$ cat config.mk
export PLATFORM = sky130hd
export DESIGN_NAME = lfla_next_row
export DESIGN_NICKNAME = d
export VERILOG_FILES = /design/src/rtl/core/lfla_pkg.sv /design/src/rtl/core/lfla_next_row.sv
export SDC_FILE = /design/constraint.sdc
export NUM_CORES = 1
export LEC_CHECK = 0
export BUFFER_PORTS_ARGS = -buffer_cell sky130_fd_sc_hd__buf_4
export CAP_MARGIN = 0
export CORE_MARGIN = 5
export CORE_UTILIZATION = 63
export DETAILED_ROUTE_END_ITERATION = 10
export PLACE_DENSITY = 0.86
export SYNTH_ARGS = -nofsm -noshare
export SYNTH_HDL_FRONTEND = slang
export SYNTH_SLANG_ARGS = --single-unit
$ cat constraint.sdc
create_clock -name vclk -period 4.34
set_input_delay 0.217 -clock vclk [all_inputs]
set_output_delay 0.217 -clock vclk [all_outputs]
set_load 0.005 [all_outputs]
$ cat src/rtl/core/lfla_pkg.sv
// lfla_pkg: shared types and constants of the life-like automaton step block
// depends on nothing; used by every module of the block by scoped names
`timescale 1ns / 1ps

package lfla_pkg;

    // fixed field widths of the word ports
    localparam int unsigned ROW_IDX_W = 5;
    localparam int unsigned CELLS_W   = 64;
    localparam int unsigned MASK_W    = 9;
    localparam int unsigned CNT_SUM_W = 4;

    // operation codes
    localparam logic OP_WRITE = 1'b0;
    localparam logic OP_STEP  = 1'b1;

    // configuration register map
    localparam int unsigned PADDR_W = 3;
    localparam logic [PADDR_W-1:0] ADDR_BIRTH    = 3'd0;
    localparam logic [PADDR_W-1:0] ADDR_SURVIVAL = 3'd4;

    // rule masks after reset: B3/S23
    localparam logic [MASK_W-1:0] BIRTH_RESET    = 9'd8;
    localparam logic [MASK_W-1:0] SURVIVAL_RESET = 9'd12;

    // control of one row cell of the ring
    typedef struct packed {
        logic load;
        logic shift;
    } t_cell_ctrl;

    // sequencer states
    typedef enum logic [1:0] {
        S_IDLE = 2'b01,
        S_STEP = 2'b10
    } t_state;

endpackage

$ cat src/rtl/core/lfla_next_row.sv
// lfla_next_row: new generation of one row from its old row and both neighbors
// depends on lfla_pkg for the mask and count widths
`timescale 1ns / 1ps

module lfla_next_row #(
    parameter int unsigned GRID_WIDTH = 64
) (
    input  logic [GRID_WIDTH-1:0]            i_up,
    input  logic [GRID_WIDTH-1:0]            i_mid,
    input  logic [GRID_WIDTH-1:0]            i_down,
    input  logic [lfla_pkg::MASK_W-1:0]      i_birth,
    input  logic [lfla_pkg::MASK_W-1:0]      i_survival,
    output logic [GRID_WIDTH-1:0]            o_row
);

    localparam int unsigned CW = lfla_pkg::CNT_SUM_W;

    // one neighbor count and rule lookup per column, wrapping at the edges
    for (genvar x = 0; x < GRID_WIDTH; x++) begin : g_col
        localparam int unsigned XL = (x + GRID_WIDTH - 1) % GRID_WIDTH;
        localparam int unsigned XR = (x + 1) % GRID_WIDTH;
        logic [CW-1:0]                 count;
        logic [lfla_pkg::MASK_W-1:0]   rule;

        assign count = CW'(i_up[XL]) + CW'(i_up[x]) + CW'(i_up[XR])
                     + CW'(i_mid[XL]) + CW'(i_mid[XR])
                     + CW'(i_down[XL]) + CW'(i_down[x]) + CW'(i_down[XR]);
        assign rule  = i_mid[x] ? i_survival : i_birth;
        assign o_row[x] = (count < CW'(lfla_pkg::MASK_W)) ? rule[count] : 1'b0;
    end

endmodule

After elaboration in Yosys (flattened, before gate mapping)
Cells that the tools add are included.
- bits in registers: 0
- bits in latches: 0
- bits in writable memories: 0
- ROM bits: 0
- output and inout bits: 64
- word-level logic and storage cells: 832
- memories kept: 0
- add/sub/neg operators: 448
- multipliers: 0
- div/mod/pow operators: 0
- order comparisons: 128
- equal/unequal tests: 0
- shift-type cells: 0
- mux-type cells: 256
- bitwise operators: 0
- reductions and logical operators: 0
- operators with widths (kind ; number):
    4-bit by 1-bit adder with 4-bit output ; 256
    9-bit 2-to-1 mux ; 64
    4-bit by 5-bit less-than comparator with 1-bit output (second input constant) ; 64
    3-bit by 1-bit adder with 4-bit output ; 64
    1-bit binary-select mux with 4-bit select ; 64
    4-bit less-than comparator (second input constant) ; 64
    2-bit by 1-bit adder with 3-bit output ; 64
    1-bit by 1-bit adder with 2-bit output ; 64
    1-bit 2-to-1 mux ; 128

Depth between registers and ports, before layout
- depth in word-level cells: 10
- gate-level depth with buffers: 12

Worst setup path after synthesis
No wires, ideal clock.
- path type: input to output
- start: in i_mid[2]
- end: out o_row[3]
- arrival time: 3.731 ns
- required time: 4.123 ns
- setup slack: 0.392 ns
- stages on the path: 11
- buffers on the path: 1
- cell sequence: clkbuf_1 > inv_1 > fa_1 > fa_1 > fa_1 > inv_1 > ha_1 > fa_1 > or4bb_1 > o31ai_1 > o22a_1
- cells in the longest elaborated chain, start to end: 8
- RTL lines (what ; RTL line ; source):
    from (decl) ; lfla_next_row.sv:9 ; input logic [GRID_WIDTH-1:0] i_mid,
    3-bit by 1-bit adder with 4-bit output (*) ; lfla_next_row.sv:26 ; + CW'(i_mid[XL]) + CW'(i_mid[XR])
    4-bit by 1-bit adder with 4-bit output (*) ; lfla_next_row.sv:26 ;
    4-bit by 1-bit adder with 4-bit output (*) (3 in a row) ; lfla_next_row.sv:27 ; + CW'(i_down[XL]) + CW'(i_down[x]) + CW'(i_down[XR]);
    1-bit binary-select mux with 4-bit select ; lfla_next_row.sv:29 ; assign o_row[x] = (count < CW'(lfla_pkg::MASK_W)) ? rule[count] : 1'b0;
    1-bit 2-to-1 mux (implied by the code) ; lfla_next_row.sv:29 ;
    1-bit 2-to-1 mux (*) ; lfla_next_row.sv:29 ;
    to (decl) ; lfla_next_row.sv:13 ; output logic [GRID_WIDTH-1:0] o_row
Every way passes the cells marked *; elsewhere a longest branch is shown, timed or not. The select of a mux whose other input is x is not followed.

Final worst setup path
- start: in i_up[3]
- end: out o_row[3]
- cells in the longest elaborated chain, start to end: 10
- RTL lines (what ; RTL line ; source):
    from (decl) ; lfla_next_row.sv:8 ; input logic [GRID_WIDTH-1:0] i_up,
    1-bit by 1-bit adder with 2-bit output (*) ; lfla_next_row.sv:25 ; assign count = CW'(i_up[XL]) + CW'(i_up[x]) + CW'(i_up[XR])
    2-bit by 1-bit adder with 3-bit output (*) ; lfla_next_row.sv:25 ;
    3-bit by 1-bit adder with 4-bit output (*) ; lfla_next_row.sv:26 ;
    4-bit by 1-bit adder with 4-bit output (*) ; lfla_next_row.sv:26 ;
    4-bit by 1-bit adder with 4-bit output (*) (3 in a row) ; lfla_next_row.sv:27 ;
    1-bit binary-select mux with 4-bit select ; lfla_next_row.sv:29 ;
    1-bit 2-to-1 mux (implied by the code) ; lfla_next_row.sv:29 ;
    1-bit 2-to-1 mux (*) ; lfla_next_row.sv:29 ;
Marked as above.

==> results.env <==
POST_SYNTH.CELL_AREA_AVG_UM2=9.76
GRT_PASS1_VIAS=20100
PLACE_CONGESTION=0.937
SYNTHXORXNORAREAFRAC=0.0159
DRC=0
DIEHEIGHT_UM=194
CRITICAL_PATH.STARTPOINT_TYPE='input port'
STATIC-LEAKAGE-POWER_uW=0.0113
SYNTH-SEQ-AREA-SHARE=0
GROUTE.USAGE.OVERALL=0.343
LAYOUT.NETS=2955
PATH_CELLS='buf_4, inv_1, fa_1, fa_1, fa_1, inv_1, ha_1, fa_1, mux4_2, mux2i_1, o22ai_1, o22a_1, buf_4'
TIMING.FINAL.HOLD_VIOLATIONS=0
DRIVE_ABOVE_1_SHARE=0.244
SYNTH_TOP_FAMILY_BY_AREA='adder cells'
CTS_SETUP_BUFFERS=0
AREA.GROWTH.SYNTH_TO_FINAL_PCT=8.59
YOSYS.AREA_SHARE.SIMPLE=0.0573
SYNTH_LARGEST_TYPE_AREA_FRACTION=0.239
GRT_ANTENNA_BEFORE_REPAIR=6
STATUS='finished clean'
SYNTH_COMPOUND_GATE_AREA_SHARE=0.125
TIGHTESTPINTRANSITION_NS=1.08
FLOORPLAN.ROWS=67
ROUTE.VIAS.TOTAL=18800
FINALSETUPVIOLCOUNT=0
RSZ0062_AT_GRT='false'
MUX_SHARE_OF_POST_SYNTHESIS_CELL_AREA=0.332
CHIPWIDTH_UM=194
CORE_UM2=33500
SETUP.WORST_PATH.CLASS='in2out'
PLACE_HPWL_UM=46300
INITIAL_CORE_UTIL=0.640
SYN-NUM-NETS=2855
CRIT_REQUIRED_NS=4.12
1ST_ITER_DRT_VIOLS=1654
DRT_WL_TOTAL_UM=66800
DRTANTENNAVIOLNETS=0
CRITICAL_PATH.SLOWEST_CELL='fa_1'
NETLIST_TOP_CELLS_AREA='fa_1 (24%), mux4_2 (20%), ha_1 (11%)'
TIMING.CRITICAL_PATH.MODE_CELL='fa_1'
FINAL.CLKBUF_COUNT=0
TIMING.FMAX_MHz=238
WORST_SETUP_PATH_END_KIND='output pin'
GRT_MAX_DEGREE=65
SYNTH_AREA_UM2=21400
AVGROUTEDWIREPERCELL_UM=24.3
SETUP_TOTAL_NEGATIVE_SLACK_NS=0
CRITPATHARRIVALTIME_NS=3.99
DRV_CAP=0
IO_PINS=274
LAYOUT.CORE_UTILIZATION=0.694
DESIGN.SEQ.COUNT=0
WORST_HOLD_PATH_TYPE='in2out'
YS.WARNINGS.COUNT=0
NETLIST-CELL-TYPE-COUNT=42
VIA_PER_INST=6.83
HOLDBUFCOUNTCTS=0
LAYOUT_MIN_CYCLE_TIME_NS=4.21
NUM-FILL-CELLS=2556
OVERFLOW=0
PWR_DENSITY_CELL_nW_PER_UM2=343
FIN_CRIT_SH=0.969
PEAKVDDDROP_mV=0.273
CTS-RESIZED-GATES=0
CRIT_PATH_MAX_INCR_DELAY_NS=0.61
POST_SYNTH_FA_HA_MAJ_AREA_FRACTION=0.351
MAX-SLEW-MARGIN-REL=0.282
GRT_PASS1_WL_UM=106000
SYN-INSTANCE-COUNT=2197
YOSYSTOPAREACELL='fa_1'
PLACE.PORT_BUFFERS=274
TIMING.FINAL.MAX_SLEW_VIOLATIONS=0
CRIT_FANOUT=5
DRT_PASS1_ITERATIONS=5
FLOORPLAN.DIE_AREA_UM2=37800
REGISTER_AREA_UM2=0
==> metal layers <==
layer | wire, µm | GRT usage | share of wire
met1 | 24600 | 0.456 | 0.37
met2 | 30600 | 0.547 | 0.46
met3 | 8180 | 0.0748 | 0.12
met4 | 3370 | 0.148 | 0.050
met5 | 21 | 0 | 0.00031
==> final cells by class <==
cell class                      count  area, µm²  area share
Antenna cell                        4       10.0    0.000430
Inverter                          466       1750      0.0751
Multi-Input combinational cell   1552      18900       0.811
Tap cell                          448        561      0.0241
Timing Repair Buffer              277       2080      0.0893
==> kinds of logic after synthesis <==
kind of cell             Yosys count
XOR/XNOR                          39
multiplexers                     459
adder cells (fa/ha/maj)          448
buffers and inverters            645
AND/OR/NAND/NOR                  205
AO/OA/AOI/OAI                    401
==> critical path: cells and delay by family <==
family / cells / cell delay, ns
AO/OA/AOI/OAI: 2 / 0.36
buffers and inverters: 4 / 0.54
adder cells (fa/ha/maj): 5 / 2.26
multiplexers: 2 / 0.61
==> placed cells by master (no fill, tap or decap), types with 28 or more instances in the layout <==
cell,instances
xor2_1,39
nor2b_1,48
a211o_1,28
inv_1,466
nor2_1,48
mux4_2,193
o21ai_0,49
mux2i_1,181
mux2_2,85
fa_1,256
o31ai_1,40
buf_4,277
a21oi_1,134
ha_1,192
==> power by group <==
group	leakage (µW)	internal, µW	switching, µW	total, µW
logic	0.0113	3990	4000	7990
clock network	0.0000000254	0.000124	0	0.000124
registers	0	0	0	0
==> Yosys cell counts, types with 9 or more instances <==
cell type  count
o21bai_1      24
ha_1         192
buf_2         58
a211oi_1       9
or3_1         10
or4bb_1       11
a32o_1        13
clkbuf_1     107
a21o_1        14
o311ai_1       9
and3_1        10
xor2_1        39
nor2_1        48
o22ai_1       26
nor2b_1       48
and3b_1        9
a211o_1       28
inv_1        466
a221oi_1      13
o32a_1        26
mux4_2       193
fa_1         256
o31ai_1       40
mux2i_1      181
mux2_2        85
a21oi_1      134
nand2_1       22
o21ai_0       49
and2_1        12
or4_1         25
==> per-stage QoR <==
step / hold WS [ns] / cells / worst slack (ns) / power (µW) / cell area [µm²]
4_1_cts: 1.03 / 2743 / 0.185 / 7900 / 23300
6_report: 1.02 / 2747 / 0.134 / 7990 / 23300
3_5_place_dp: 1.02 / 2743 / 0.192 / 7860 / 23300
5_1_grt: 1.08 / 2747 / 0.0777 / 8740 / 23300
3_3_place_gp: 1.02 / 2743 / 0.325 / 7450 / 23300
2_1_floorplan: 0.795 / 2197 / 0.392 / 5580 / 21400
==> worst paths after layout <==
path,startpoint,endpoint,cells after the start
setup / recovery,i_up[3],o_row[3],13
hold / removal,i_mid[55],o_row[55],5
Note: power is estimated with default switching activity, not from simulation.
