[src/rtl/core/lfla_pkg.sv]
// lfla_pkg: shared types and constants of the life-like automaton step block
// depends on nothing; used by every module of the block by scoped names
`timescale 1ns / 1ps

package lfla_pkg;

    // fixed field widths of the word ports
    localparam int unsigned ROW_IDX_W = 5;
    localparam int unsigned CELLS_W   = 64;
    localparam int unsigned MASK_W    = 9;
    localparam int unsigned CNT_SUM_W = 4;

    // operation codes
    localparam logic OP_WRITE = 1'b0;
    localparam logic OP_STEP  = 1'b1;

    // configuration register map
    localparam int unsigned PADDR_W = 3;
    localparam logic [PADDR_W-1:0] ADDR_BIRTH    = 3'd0;
    localparam logic [PADDR_W-1:0] ADDR_SURVIVAL = 3'd4;

    // rule masks after reset: B3/S23
    localparam logic [MASK_W-1:0] BIRTH_RESET    = 9'd8;
    localparam logic [MASK_W-1:0] SURVIVAL_RESET = 9'd12;

    // control of one row cell of the ring
    typedef struct packed {
        logic load;
        logic shift;
    } t_cell_ctrl;

    // sequencer states
    typedef enum logic [1:0] {
        S_IDLE = 2'b01,
        S_STEP = 2'b10
    } t_state;

endpackage

[src/rtl/core/lfla_row_cell.sv]
// lfla_row_cell: one row of the grid, loaded by a write or fed by its neighbor
// depends on lfla_pkg for the control struct
`timescale 1ns / 1ps

module lfla_row_cell #(
    parameter int unsigned GRID_WIDTH = 64
) (
    input  logic                      i_clk,
    input  logic                      i_rst_n,
    input  lfla_pkg::t_cell_ctrl      i_ctrl,
    input  logic [GRID_WIDTH-1:0]     i_wdata,
    input  logic [GRID_WIDTH-1:0]     i_next,
    output logic [GRID_WIDTH-1:0]     o_row
);

    logic [GRID_WIDTH-1:0] r_row;
    logic [GRID_WIDTH-1:0] n_row;

    // a write takes priority, a shift takes the neighbor's row
    always_comb begin
        n_row = r_row;
        if (i_ctrl.load) begin
            n_row = i_wdata;
        end else if (i_ctrl.shift) begin
            n_row = i_next;
        end
    end

    // grid starts all dead
    always_ff @(posedge i_clk) begin
        if (!i_rst_n) begin
            r_row <= '0;
        end else begin
            r_row <= n_row;
        end
    end

    assign o_row = r_row;

endmodule

[config.mk]
export PLATFORM = sky130hd
export DESIGN_NAME = lfla_row_cell
export DESIGN_NICKNAME = d
export VERILOG_FILES = /design/src/rtl/core/lfla_pkg.sv /design/src/rtl/core/lfla_row_cell.sv
export SDC_FILE = /design/constraint.sdc
export NUM_CORES = 1
export LEC_CHECK = 0
export BUFFER_PORTS_ARGS = -buffer_cell sky130_fd_sc_hd__buf_2
export CAP_MARGIN = 5
export CORE_MARGIN = 8
export CORE_UTILIZATION = 35
export CTS_BUF_LIST = sky130_fd_sc_hd__clkbuf_8
export DETAILED_ROUTE_END_ITERATION = 16
export PLACE_DENSITY = 0.66
export SETUP_SLACK_MARGIN = 0.05
export SYNTH_ARGS = -nofsm -noshare
export SYNTH_HDL_FRONTEND = slang
export SYNTH_SLANG_ARGS = --single-unit
[constraint.sdc]
create_clock -name i_clk -period 2.2 [get_ports i_clk]
set_clock_uncertainty 0.05 [all_clocks]
set_input_delay 0.22 -clock i_clk [delete_from_list [all_inputs] [get_ports i_clk]]
set_output_delay 0.22 -clock i_clk [all_outputs]
set_load 0.005 [all_outputs]
After elaboration in Yosys (flattened, before gate mapping)
Cells that the tools add are included.

storage, ports and cells
  input port bits = 132
  flip-flop bits (word level) = 64

cells by class
  multiplexer cells = 2
  reductions and logical operators = 1

operators with widths
  cell                count
  64-bit 2-to-1 mux   2
  2-bit nonzero test  1

Longest topological paths before layout
Gate-level depths: netlist of the first run.

  depth after elaboration = 2
  depth in mapped cells = 4
  mapped depth without buffers = 2

Least setup slack after synthesis of the first run
Ideal clock, no wire load.

  path type = input to register
  start point = in i_ctrl[0] (netlist bit)
  end point = reg r_row[10] (netlist: o_row[10])
  setup time = 0.116 ns
  slack = 1.024 ns
  buffers on the path = 2
  stages on the path = 4
  arrival time = 1.010 ns
  path through = buf_6 > buf_8 > mux2_4 > o211a_1

between the ends
  cells in the longest elaborated chain, start to end = 1

ends and longest elaborated chain
  element                              line                 text
  start, declared                      lfla_row_cell.sv:10  input lfla_pkg::t_cell_ctrl i_ctrl,
  2-bit nonzero test (no source line)  n/a
  end signal, assigned                 lfla_row_cell.sv:34  r_row <= n_row;
  end, declared                        lfla_row_cell.sv:16  logic [GRID_WIDTH-1:0] r_row;

Every way passes these cells.
A chain may end at the register's enable or synchronous reset.

Worst setup path after layout of the first run
  start point = in i_ctrl[0] (netlist bit)
  end point = reg r_row[42] (netlist: o_row[42])

Same word-level chain as after synthesis.

==> results of run 1 <==
-- power by group --
group | switching, mW | internal (mW) | total (mW)
registers | 0.0443 | 1.25 | 1.29
clock network | 0.446 | 0.492 | 0.938
logic | 0.229 | 0.394 | 0.624
-- worst max-delay path by stage --
stage | startpoint | end | depth (start not counted)
floorplan | i_ctrl[0] | o_row[10] | 4
global placement | i_ctrl[0] | o_row[17] | 4
detailed placement | i_ctrl[0] | o_row[15] | 4
CTS | i_ctrl[0] | o_row[15] | 4
global route | i_ctrl[0] | o_row[42] | 4
finish | i_ctrl[0] | o_row[42] | 4
-- metal layers --
layer / GRT usage / vias to the layer above / part of all wire
li1: - / 1393 / -
met1: 0.155 / 1354 / 0.42
met2: 0.240 / 122 / 0.48
met3: 0.0427 / 13 / 0.087
met4: 0.0657 / 0 / 0.018
met5: 0 / - / 0
-- final cells by class --
class	instances	area (um^2)	share of cell area
Tap cell	133	166	0.0351
Clock inverter	4	18.8	0.00396
Timing Repair Buffer	202	1080	0.228
Clock buffer	12	165	0.0348
Sequential cell	64	1280	0.270
Multi-Input combinational cell	192	2030	0.428
-- placed cells by master, fill, tap and decap left out, types with 3 or more instances in the layout --
| cell type | count |
|---|---|
| sky130_fd_sc_hd__buf_2 | 193 |
| sky130_fd_sc_hd__o211a_1 | 64 |
| sky130_fd_sc_hd__dfxtp_1 | 64 |
| sky130_fd_sc_hd__mux2_4 | 60 |
| sky130_fd_sc_hd__or2b_1 | 33 |
| sky130_fd_sc_hd__nand2b_1 | 31 |
| sky130_fd_sc_hd__clkbuf_8 | 12 |
| sky130_fd_sc_hd__buf_4 | 5 |
| sky130_fd_sc_hd__mux2_2 | 4 |
| sky130_fd_sc_hd__buf_12 | 4 |
| sky130_fd_sc_hd__clkinv_2 | 3 |
-- worst reg2reg max path, delay by kind of cell, from the launching register on --
family	cells	cell delay, ns
multiplexers	1	0.26
flip-flops	1	0.32
AO/OA/AOI/OAI	1	0.21
-- stage by stage --
stage,setup WS [ns],util,power [mW]
after floorplan,1.02,-,1.70
after global placement,0.653,0.469,1.93
after detailed placement,0.623,0.469,1.95
after CTS,0.984,0.488,2.91
after global routing,0.957,0.488,3.02
final,0.973,0.488,2.85
-- cells by family after synthesis --
logic type,after synthesis
DFF,64
and+or+nand+nor,64
muxes,64
AOI/OAI and AO/OA,64
buffers and inverters,28
==> metrics.md, run 1 <==
| Metric | Value |
|---|---|
| Run status | complete, no violations |
| Tcrit/Tclk final | 0.558 |
| Max-Slew Margin vs Limit | 0.717 |
| Pin count of the biggest net entering global routing | 65 |
| Critical Path Start Type | input pin |
| Site row count | 36 |
| CP max FO | 22 |
| Arrival time reported for the critical path endpoint | approximately 1.4 ns |
| CTS H-Tree Depth | 3 |
| Iteration-0 DRC Markers | ~130 |
| Slack of the worst reg-to-reg path | between 1 and 1.5 ns |
| Area overhead of the layout relative to synthesis | 35.5% |
| Distinct cells, synth | 12 |
| Unrepaired setup endpoints after global routing | false |
| Worst hold path startpoint | i_wdata[47] |
| Leakage power summed over all cells | approximately 2.9 nW |
| Remaining DRCs | 0 |
| Worst Hold Class | in2reg |
| Family with the most delay on the worst path | buffers and inverters |
| Highest cell delay on the worst timing path | ~0.34 ns |
| Multiplexer share of the synthesized area | 0.270 |
| CP Data Required Time | roughly 2.4 ns |
| DP HPWL | 7.26 mm |
| Number of global-route vias before repair | 3148 |
| Average size of a mapped cell | 12.3 um^2 |
| Final sum of negative setup slack | 0 ns |
| Register-to-Register Path Depth | 2 |
| Antenna fix cells | 0 |
| Cell Count, Final, Fillers Out | about 610 |
| Total via count after detailed routing | 2882 |
| Fmax achieved | between 800 and 900 MHz |
| Maximum buffer depth of the clock tree | 2 |
| Average wire length per cell after detail routing | between 15 and 20 um |
| Synthesized-area fraction occupied by adder cells | 0 |
| Number of cells in the design after placement | between 500 and 600 |
| CTS tree | done |
| Area enclosed by the die boundary | roughly 13000 um^2 |
| Mapped Nets | 416 |
| Number of enable flip-flop cells after synthesis | 0 |
| Biggest area contributors in the synthesized netlist | sky130_fd_sc_hd__dfxtp_1 (37%), sky130_fd_sc_hd__mux2_4 (26%), sky130_fd_sc_hd__o211a_1 (18%), sky130_fd_sc_hd__or2b_1 (7.1%), sky130_fd_sc_hd__nand2b_1 (5.5%) |
| Synth top area share | 0.366 |
| Worst setup path category | in2reg |
| Vias/cell | 4.75 |
| Worst path most repeated cell | sky130_fd_sc_hd__buf_4 |
| Count of synthesis-stage warnings from yosys | 0 |
| Hold path cells | 3 |
| Global-route wire length before repair | around 15 mm |
| Clock transition time at the flip-flop clock pins of the worst setup and hold paths | about 0.070 ns |
| Initial antenna violation count | 0 |
| CP Cell Sequence | buf_4 -> buf_4 -> mux2_4 -> o211a_1 |
| End of the worst register-to-register path | o_row[15] |
| Starting density of the core | 0.360 |
| End point of the worst hold path | o_row[47] |
| Flip-flop count of the largest register, all copies and words added | 64 |
| Endpoint class of the critical path | flop |
| Simple-gate share of the synthesized area | 0.126 |
| Number of nets with antenna violations after detailed routing | 0 |
| Share of cells above drive strength 1 | 0.593 |
| Critical path buffer and inverter count | 2 |
| Portion of the post-synthesis area used by sequential elements | 0.366 |
| TritonRoute pass-1 iters | 4 |
| Max VDD drop | between 0.0003 and 0.0004 V |
| Share of async-settable or async-resettable flops after synthesis | 0 |
| PwrDens | about 600 nW/um^2 |
| All-layer global routing usage | 0.140 |
| Final Net Count | between 600 and 700 |
| Number of buffers inserted to repair setup after CTS | 0 |
| Slew of the pin with the lowest slew margin | 0.424 ns |
| TritonCTS Buffers | 9 |
| Total standard cell area after synthesis | between 3000 and 4000 um^2 |
| Top-level I/O count | slightly below 200 |
| Combinational family with the most area after synthesis | multiplexers |
| Number of slew-limit violations in the final report | 0 |
| Compound-gate portion of the synthesized area | 0.183 |
| Std-Cell Core Area | 9730 um^2 |
| I/O Buffers | just under 200 |
| Biggest area consumer among synthesized cells | sky130_fd_sc_hd__dfxtp_1 |
| DIE HEIGHT | 116 um |
| CTS hold repair buffers | 0 |
| Number of cells produced by synthesis | 284 |
| Synth Register Bits | 64 |
| Final instance area | between 4000 and 5000 um^2 |
| Worst hold margin | around 0.15 ns |
| GR Overflow Total | 0 |
| Instance area at placement | around 4600 um^2 |
| Final weighted congestion in routability-driven placement | ~0.83 |
| Cts repair resizes | 0 |
| Endpoints failing hold | 0 |
| Routed WL | 9.78 mm |
| Chip width | 116 um |
| Ys flop type | sky130_fd_sc_hd__dfxtp_1 |
| Fill count | 934 |
| Number of max-capacitance violations reported | 0 |
| Reg2Reg Launch Point | o_row[15] |
| Worst-path cell with the longest stage delay | sky130_fd_sc_hd__buf_4 |
| Worst skew pair latency | between 0.3 and 0.4 ns |
| List of most frequent post-synthesis cells | sky130_fd_sc_hd__dfxtp_1 (64), sky130_fd_sc_hd__o211a_1 (64), sky130_fd_sc_hd__mux2_4 (60), sky130_fd_sc_hd__or2b_1 (33), sky130_fd_sc_hd__nand2b_1 (31) |
| CTS sink count | 64 |
| XOR/XNOR share of the synthesized area | 0 |
| Count of final setup violators | 0 |
| Post-route minimum period | approximately 1.2 ns |
| Clock Root Buffer | sky130_fd_sc_hd__clkbuf_8 |
Power figures use the tool's default switching activity.
==> run 2, diff against run 1 <==
Clock period 2.2 ns to 1.22 ns, I/O delays scaled along.
==> run 2 against run 1 <==
Net effect: core utilization rose by 0.44 points; final area is 0.90% higher; global-route usage up 0.35 points; sequential share of layout area fell by 0.24 points; cell count is 0.33% higher; critical path depth is 3 lower; sequential power up 81%; routed wire length is 3.1% higher; register-to-register slack lost 0.99 ns; non-clock buffer count rose by 2.
==> metrics.md, run 2 (synthesis gave the netlist of run 1 again) <==
| Metric | Value |
|---|---|
| Run status | complete, no violations |
| Pin count of the biggest net entering global routing | 65 (unchanged) |
| Area enclosed by the die boundary | 13500 um^2 (unchanged) |
| Antenna fix cells | 0 (unchanged) |
| Number of nets with antenna violations after detailed routing | 0 (unchanged) |
| Cts repair resizes | 0 (unchanged) |
| Cell Count, Final, Fillers Out | 609 (+0.33%) |
| CP Cell Sequence | buf_2 |
| Top-level I/O count | 196 (unchanged) |
| CP max FO | 2 (-91%) |
| Site row count | 36 (unchanged) |
| Max-Slew Margin vs Limit | 0.789 (+0.0719) |
| Std-Cell Core Area | 9730 um^2 (unchanged) |
| Worst setup timing slack at the placement stage | -0.00344 ns (-0.626 ns) |
| Area overhead of the layout relative to synthesis | 36.8% |
| End of the worst register-to-register path | o_row[56] |
| Number of max-capacitance violations reported | 0 (unchanged) |
| Worst Hold Class | in2reg |
| Routed WL | 10.1 mm (+3.1%) |
| Worst-path cell with the longest stage delay | sky130_fd_sc_hd__dfxtp_1 |
| Final Net Count | 603 (+0.33%) |
| GR Overflow Total | 0 (unchanged) |
| Highest cell delay on the worst timing path | 0.35 ns (about the same) |
| Initial antenna violation count | 0 (unchanged) |
| Fill count | 940 (+0.64%) |
| Hold path cells | 3 (unchanged) |
| Number of slew-limit violations in the final report | 0 (unchanged) |
| CTS tree | done |
| TritonCTS Buffers | 9 (unchanged) |
| PwrDens | 1110 nW/um^2 (+85%) |
| Endpoint class of the critical path | primary output |
| Reg2Reg Launch Point | o_row[56] |
| Commonest non-fill, non-tap cell in the layout | sky130_fd_sc_hd__buf_2 |
| Share of cells above drive strength 1 | 0.592 (about the same) |
| Average wire length per cell after detail routing | 16.6 um (+2.7%) |
| Tcrit/Tclk final | 0.802 |
| Final Util | 0.492 (+0.00437) |
| DIE HEIGHT | 116 um (unchanged) |
| Setup ws final | 0.242 ns (-0.731 ns) |
| Slew of the pin with the lowest slew margin | 0.316 ns (-0.108 ns) |
| Clock transition time at the flip-flop clock pins of the worst setup and hold paths | 0.07 ns (about the same) |
| Number of cells in the design after placement | 593 (+0.34%) |
| Total via count after detailed routing | 2904 (+0.76%) |
| CP Data Required Time | 1.05 ns (-1.32 ns) |
| All-layer global routing usage | 0.144 (+0.00351) |
| Unrepaired setup endpoints after global routing | false |
| Arrival time reported for the critical path endpoint | 0.81 ns (-0.58 ns) |
| CTS sink count | 64 (unchanged) |
| Family with the most delay on the worst path | flip-flops |
| Fmax achieved | a little over 1000 MHz |
| CTS hold repair buffers | 0 (unchanged) |
| Slack of the worst reg-to-reg path | 0.27 ns (-0.99 ns) |
| Post-route minimum period | 0.978 ns |
| Iteration-0 DRC Markers | 132 (+4.8%) |
| Commonest cells after routing, fill and taps aside | sky130_fd_sc_hd__buf_2 (193), sky130_fd_sc_hd__o211a_1 (64), sky130_fd_sc_hd__dfxtp_1 (64) |
| Vias/cell | 4.77 (+0.43%) |
| Number of global-route vias before repair | 3153 (+0.16%) |
| Chip width | 116 um (unchanged) |
| TritonRoute pass-1 iters | 4 (unchanged) |
| Leakage power summed over all cells | 2.90 nW (+0.78%) |
| DP HPWL | 7.41 mm (+2.0%) |
| Critical Path Start Type | flop |
| Flip-flop count of the largest register, all copies and words added | 64 (unchanged) |
| Overall power | 5.31 mW (+86%) |
| Worst skew pair latency | 0.33 ns (about the same) |
| Register-to-Register Path Depth | 2 (unchanged) |
| Clock Root Buffer | sky130_fd_sc_hd__clkbuf_8 |
| Global-route wire length before repair | 15.4 mm (+3.2%) |
| Final weighted congestion in routability-driven placement | 0.832 (+0.60%) |
| Max VDD drop | 0.000486 V (+62%) |
| Critical path buffer and inverter count | 1 (-1) |
| Starting density of the core | 0.360 (unchanged) |
| Number of buffers inserted to repair setup after CTS | 0 (unchanged) |
| End point of the worst hold path | o_row[49] |
| I/O Buffers | 195 (unchanged) |
| Endpoints failing hold | 0 (unchanged) |
| Maximum buffer depth of the clock tree | 2 (unchanged) |
| CTS H-Tree Depth | 3 (unchanged) |
| Count of final setup violators | 0 (unchanged) |
| Worst hold path startpoint | i_wdata[49] |
| Remaining DRCs | 0 (unchanged) |
| Worst setup path category | reg2out |
run 2: changes by cell type in the layout (fill, tap and decap cells not counted), sizes merged:
cell,before,now
bufinv,0,1
buf,202,204
clkbuf,12,11
inv,1,2
clkinv,3,2
run 2: through the flow:
stage	hold WS, ns	instance area, um^2	TNS (ns)
CTS	0.0262	4790	0
detailed placement	0.388	4590	-0.00522
finish	0.0488	4790	0
floorplan	0.298	3500	0
global placement	0.380	4590	0
global route	0.0360	4790	0
run 2: worst max path at each step:
stage	from	slack, ns	endpoint	depth (start not counted)
detailed placement	i_ctrl[0]	-0.003	o_row[43]	4
CTS	o_row[11]	0.21	o_row[11]	1
global route	o_row[41]	0.19	o_row[41]	1
global placement	i_ctrl[0]	0.02	o_row[45]	4
finish	o_row[56]	0.24	o_row[56]	1
floorplan	i_ctrl[0]	0.14	o_row[10]	4
run 2: report_power, final:
group          internal [mW]  switching (mW)
Clock                   1.03           0.805
Sequential              2.25          0.0790
Combinational          0.721           0.424
Total                   4.01            1.31
run 2: per-layer routing:
layer  global-route usage  wire length [um]  up-vias
li1                     -                 -     1393
met1                0.162              4190     1381
met2                0.246              4870      119
met3               0.0443               878       11
met4               0.0596               148        0
met5                    0                 0        -
run 2: worst reg2reg max path, stage by stage (launching register included):
cell and delay (ns):
sky130_fd_sc_hd__dfxtp_1 0.32, sky130_fd_sc_hd__mux2_4 0.27, sky130_fd_sc_hd__o211a_1 0.20
run 2: final cells by class:
| cell class | count | area, um^2 | area share |
|---|---|---|---|
| Timing Repair Buffer | 204 | 1110 | 0.232 |
| Sequential cell | 64 | 1280 | 0.268 |
| Multi-Input combinational cell | 192 | 2030 | 0.424 |
| Clock inverter | 5 | 47.5 | 0.00993 |
| Clock buffer | 11 | 151 | 0.0316 |
| Tap cell | 133 | 166 | 0.0348 |
==> run 3, diff against run 2 <==
Settings changed: PLACE_DENSITY 0.66 to 0.68.
Clock period 1.22 ns to 0.9 ns, I/O delays scaled along.
==> run 3 against run 2 <==
Net effect: first-iteration DRC count fell by 4.5%; critical endpoint is now o_row[3]; count of clock-buffer cells in the layout did not move; via count rose by 4.6%; the run now ends with negative setup slack left; combinational power rose by 68%; highest routed layer unchanged; largest cell class unchanged.
==> metrics.md, run 3 (synthesis gave the netlist of run 1 again) <==
| Metric | Value |
|---|---|
| Run status | complete, but fails checks |
| Failing checks | negative setup slack |
| Endpoint class of the critical path | primary output |
| Number of slew-limit violations in the final report | 0 (unchanged) |
| Register-to-Register Path Depth | 2 (unchanged) |
| Commonest non-fill, non-tap cell in the layout | sky130_fd_sc_hd__buf_2 |
| Sequential group share of total power | 0.424 (-0.014) |
| Reg2Reg Launch Point | o_row[4] |
| Switching part of the total | 0.240 (-0.00649) |
| Share of cells above drive strength 1 | 0.743 (+0.150) |
| Antenna fix cells | 0 (unchanged) |
| Number of cells in the design after placement | 626 (+5.6%) |
| Number of global-route vias before repair | 3320 (+5.3%) |
| Area enclosed by the die boundary | 13500 um^2 (unchanged) |
| Average wire length per cell after detail routing | 15.9 um (-4.2%) |
| Number of buffers inserted to repair setup after CTS | 0 (unchanged) |
| Top-level I/O count | 196 (unchanged) |
| Total via count after detailed routing | 3039 (+4.6%) |
| Number of max-capacitance violations reported | 0 (unchanged) |
| TritonCTS Buffers | 9 (unchanged) |
| DIE HEIGHT | 116 um (unchanged) |
| Setup ws final | -0.107 ns (-0.348 ns) |
| Switching power of the nets | 1.83 mW (+40%) |
| CP Data Required Time | 0.76 ns (-0.29 ns) |
| Clock Root Buffer | sky130_fd_sc_hd__clkbuf_8 |
| Commonest cells after routing, fill and taps aside | sky130_fd_sc_hd__buf_2 (146), sky130_fd_sc_hd__buf_6 (67), sky130_fd_sc_hd__o211a_1 (64) |
| All-layer global routing usage | 0.150 (+0.00597) |
| Worst setup path category | reg2out |
| GR Overflow Total | 0 (unchanged) |
| Critical Path Start Type | flop |
| Combinational share of power | 0.251 (+0.036) |
| Final weighted congestion in routability-driven placement | 0.784 (-5.7%) |
| Max-Slew Margin vs Limit | 0.870 (+0.0812) |
| Leakage power summed over all cells | 3.17 nW (+9.3%) |
| Flip-flop count of the largest register, all copies and words added | 64 (unchanged) |
| Post-route minimum period | about 1 ns |
| Iteration-0 DRC Markers | 126 (-4.5%) |
| Site row count | 36 (unchanged) |
| Starting density of the core | 0.360 (unchanged) |
| PwrDens | 1390 nW/um^2 (+25%) |
| Vias/cell | 4.73 (-0.73%) |
| Clock transition time at the flip-flop clock pins of the worst setup and hold paths | 0.08 ns (about the same) |
| Routed WL | 10.2 mm (+1.0%) |
| Maximum buffer depth of the clock tree | 2 (unchanged) |
| Final Net Count | 636 (+5.5%) |
| Worst setup path end | o_row[3] |
| Area overhead of the layout relative to synthesis | 57.0% |
| Fmax achieved | between 900 and 1000 MHz |
| End of the worst register-to-register path | o_row[4] |
| Number of nets with antenna violations after detailed routing | 0 (unchanged) |
| DP HPWL | 7.68 mm (+3.7%) |
| Clock Power Share | 0.325 (-0.021) |
| Slack of the worst reg-to-reg path | -0.06 ns (-0.33 ns) |
| Slew of the pin with the lowest slew margin | 0.194 ns (-0.122 ns) |
| Unrepaired setup endpoints after global routing | true |
| TritonRoute pass-1 iters | 4 (unchanged) |
| Global-route wire length before repair | 16.2 mm (+5.0%) |
| Tcrit/Tclk final | 1.12 |
| Std-Cell Core Area | 9730 um^2 (unchanged) |
| Chip width | 116 um (unchanged) |
| Count of final setup violators | 104 (+104) |
| Cell Count, Final, Fillers Out | 642 (+5.4%) |
| Cell internal power dissipation | 5.81 mW (+45%) |
| CTS sink count | 64 (unchanged) |
| Arrival time reported for the critical path endpoint | 0.87 ns (+0.06 ns) |
| I/O Buffers | 195 (unchanged) |
| Worst skew pair latency | 0.33 ns (about the same) |
| Worst Hold Class | in2reg |
| Initial antenna violation count | 0 (unchanged) |
| Origin of the worst setup path | o_row[3] |
| Endpoints failing hold | 0 (unchanged) |
| CP max FO | 2 (unchanged) |
| Overall power | 7.63 mW (+44%) |
| Fill count | 862 (-8.3%) |
| Remaining DRCs | 0 (unchanged) |
| CTS H-Tree Depth | 3 (unchanged) |
| CTS tree | done |
| Max VDD drop | 0.000734 V (+51%) |
| Pin count of the biggest net entering global routing | 47 (-28%) |
[run 3: cell types whose count changed in the layout (fill, tap and decap cells not counted), sizes merged]
cell / previous run / this run
buf: 204 / 237
[run 3: worst min path at each step]
| stage | cells after the start | from | to |
|---|---|---|---|
| final | 3 | i_wdata[63] | o_row[63] |
| after global placement | 3 | i_wdata[42] | o_row[42] |
| after global routing | 3 | i_wdata[63] | o_row[63] |
| after floorplan | 2 | i_wdata[63] | o_row[63] |
| after detailed placement | 3 | i_wdata[39] | o_row[39] |
| after CTS | 3 | i_wdata[63] | o_row[63] |
[run 3: layer usage]
metal / wire [um] / GRT usage / vias to the layer above / share of wire
li1: - / - / 1467 / -
met1: 3900 / 0.160 / 1449 / 0.38
met2: 5230 / 0.269 / 115 / 0.51
met3: 968 / 0.0584 / 8 / 0.095
met4: 88 / 0.0372 / 0 / 0.0086
met5: 0 / 0 / - / 0
[run 3: cell type report]
| cell class | instances | area (um^2) | share of cell area |
|---|---|---|---|
| multi-input cells | 192 | 2030 | 0.369 |
| repair buffers | 237 | 1740 | 0.317 |
| flip-flops and latches | 64 | 1360 | 0.248 |
| well taps | 133 | 166 | 0.0303 |
| clock buffers | 11 | 151 | 0.0276 |
| clock inverters | 5 | 47.5 | 0.00865 |
[run 3: per-stage QoR]
stage / worst slack (ns) / hold WS [ns] / cell area, um^2 / setup TNS [ns] / util
2_1_floorplan: -0.106 / 0.266 / 3540 / -6.35 / -
3_3_place_gp: -0.243 / 0.349 / 4850 / -13.49 / 0.498
3_5_place_dp: -0.277 / 0.354 / 4850 / -14.67 / 0.498
4_1_cts: -0.132 / -0.000784 / 5410 / -5.96 / 0.556
5_1_grt: -0.153 / -0.00206 / 5490 / -8.62 / 0.565
6_report: -0.107 / 0.0184 / 5490 / -4.47 / 0.565
[run 3: what timing repair did]
| action | CTS | global route |
|---|---|---|
| endpoints found under the hold margin | 1 | 1 |
| endpoints found under the setup margin | 128 | 128 |
| cloned | 0 | 0 |
| gates resized for setup | 115 | 15 |
[run 3: power by group through the flow]
stage | Clock (mW) | Combinational, mW | Sequential (mW)
after global routing | 2.72 | 2.07 | 3.26
after detailed placement | 0 | 1.70 | 3.22
final | 2.48 | 1.91 | 3.24
after global placement | 0 | 1.66 | 3.21
after CTS | 2.59 | 1.89 | 3.22
after floorplan | 0 | 0.931 | 3.24
[run 3: worst max-delay path: stages (launching register included)]
cell                      delay, ns
sky130_fd_sc_hd__dfxtp_2       0.33
sky130_fd_sc_hd__buf_6         0.11
sky130_fd_sc_hd__buf_6         0.10
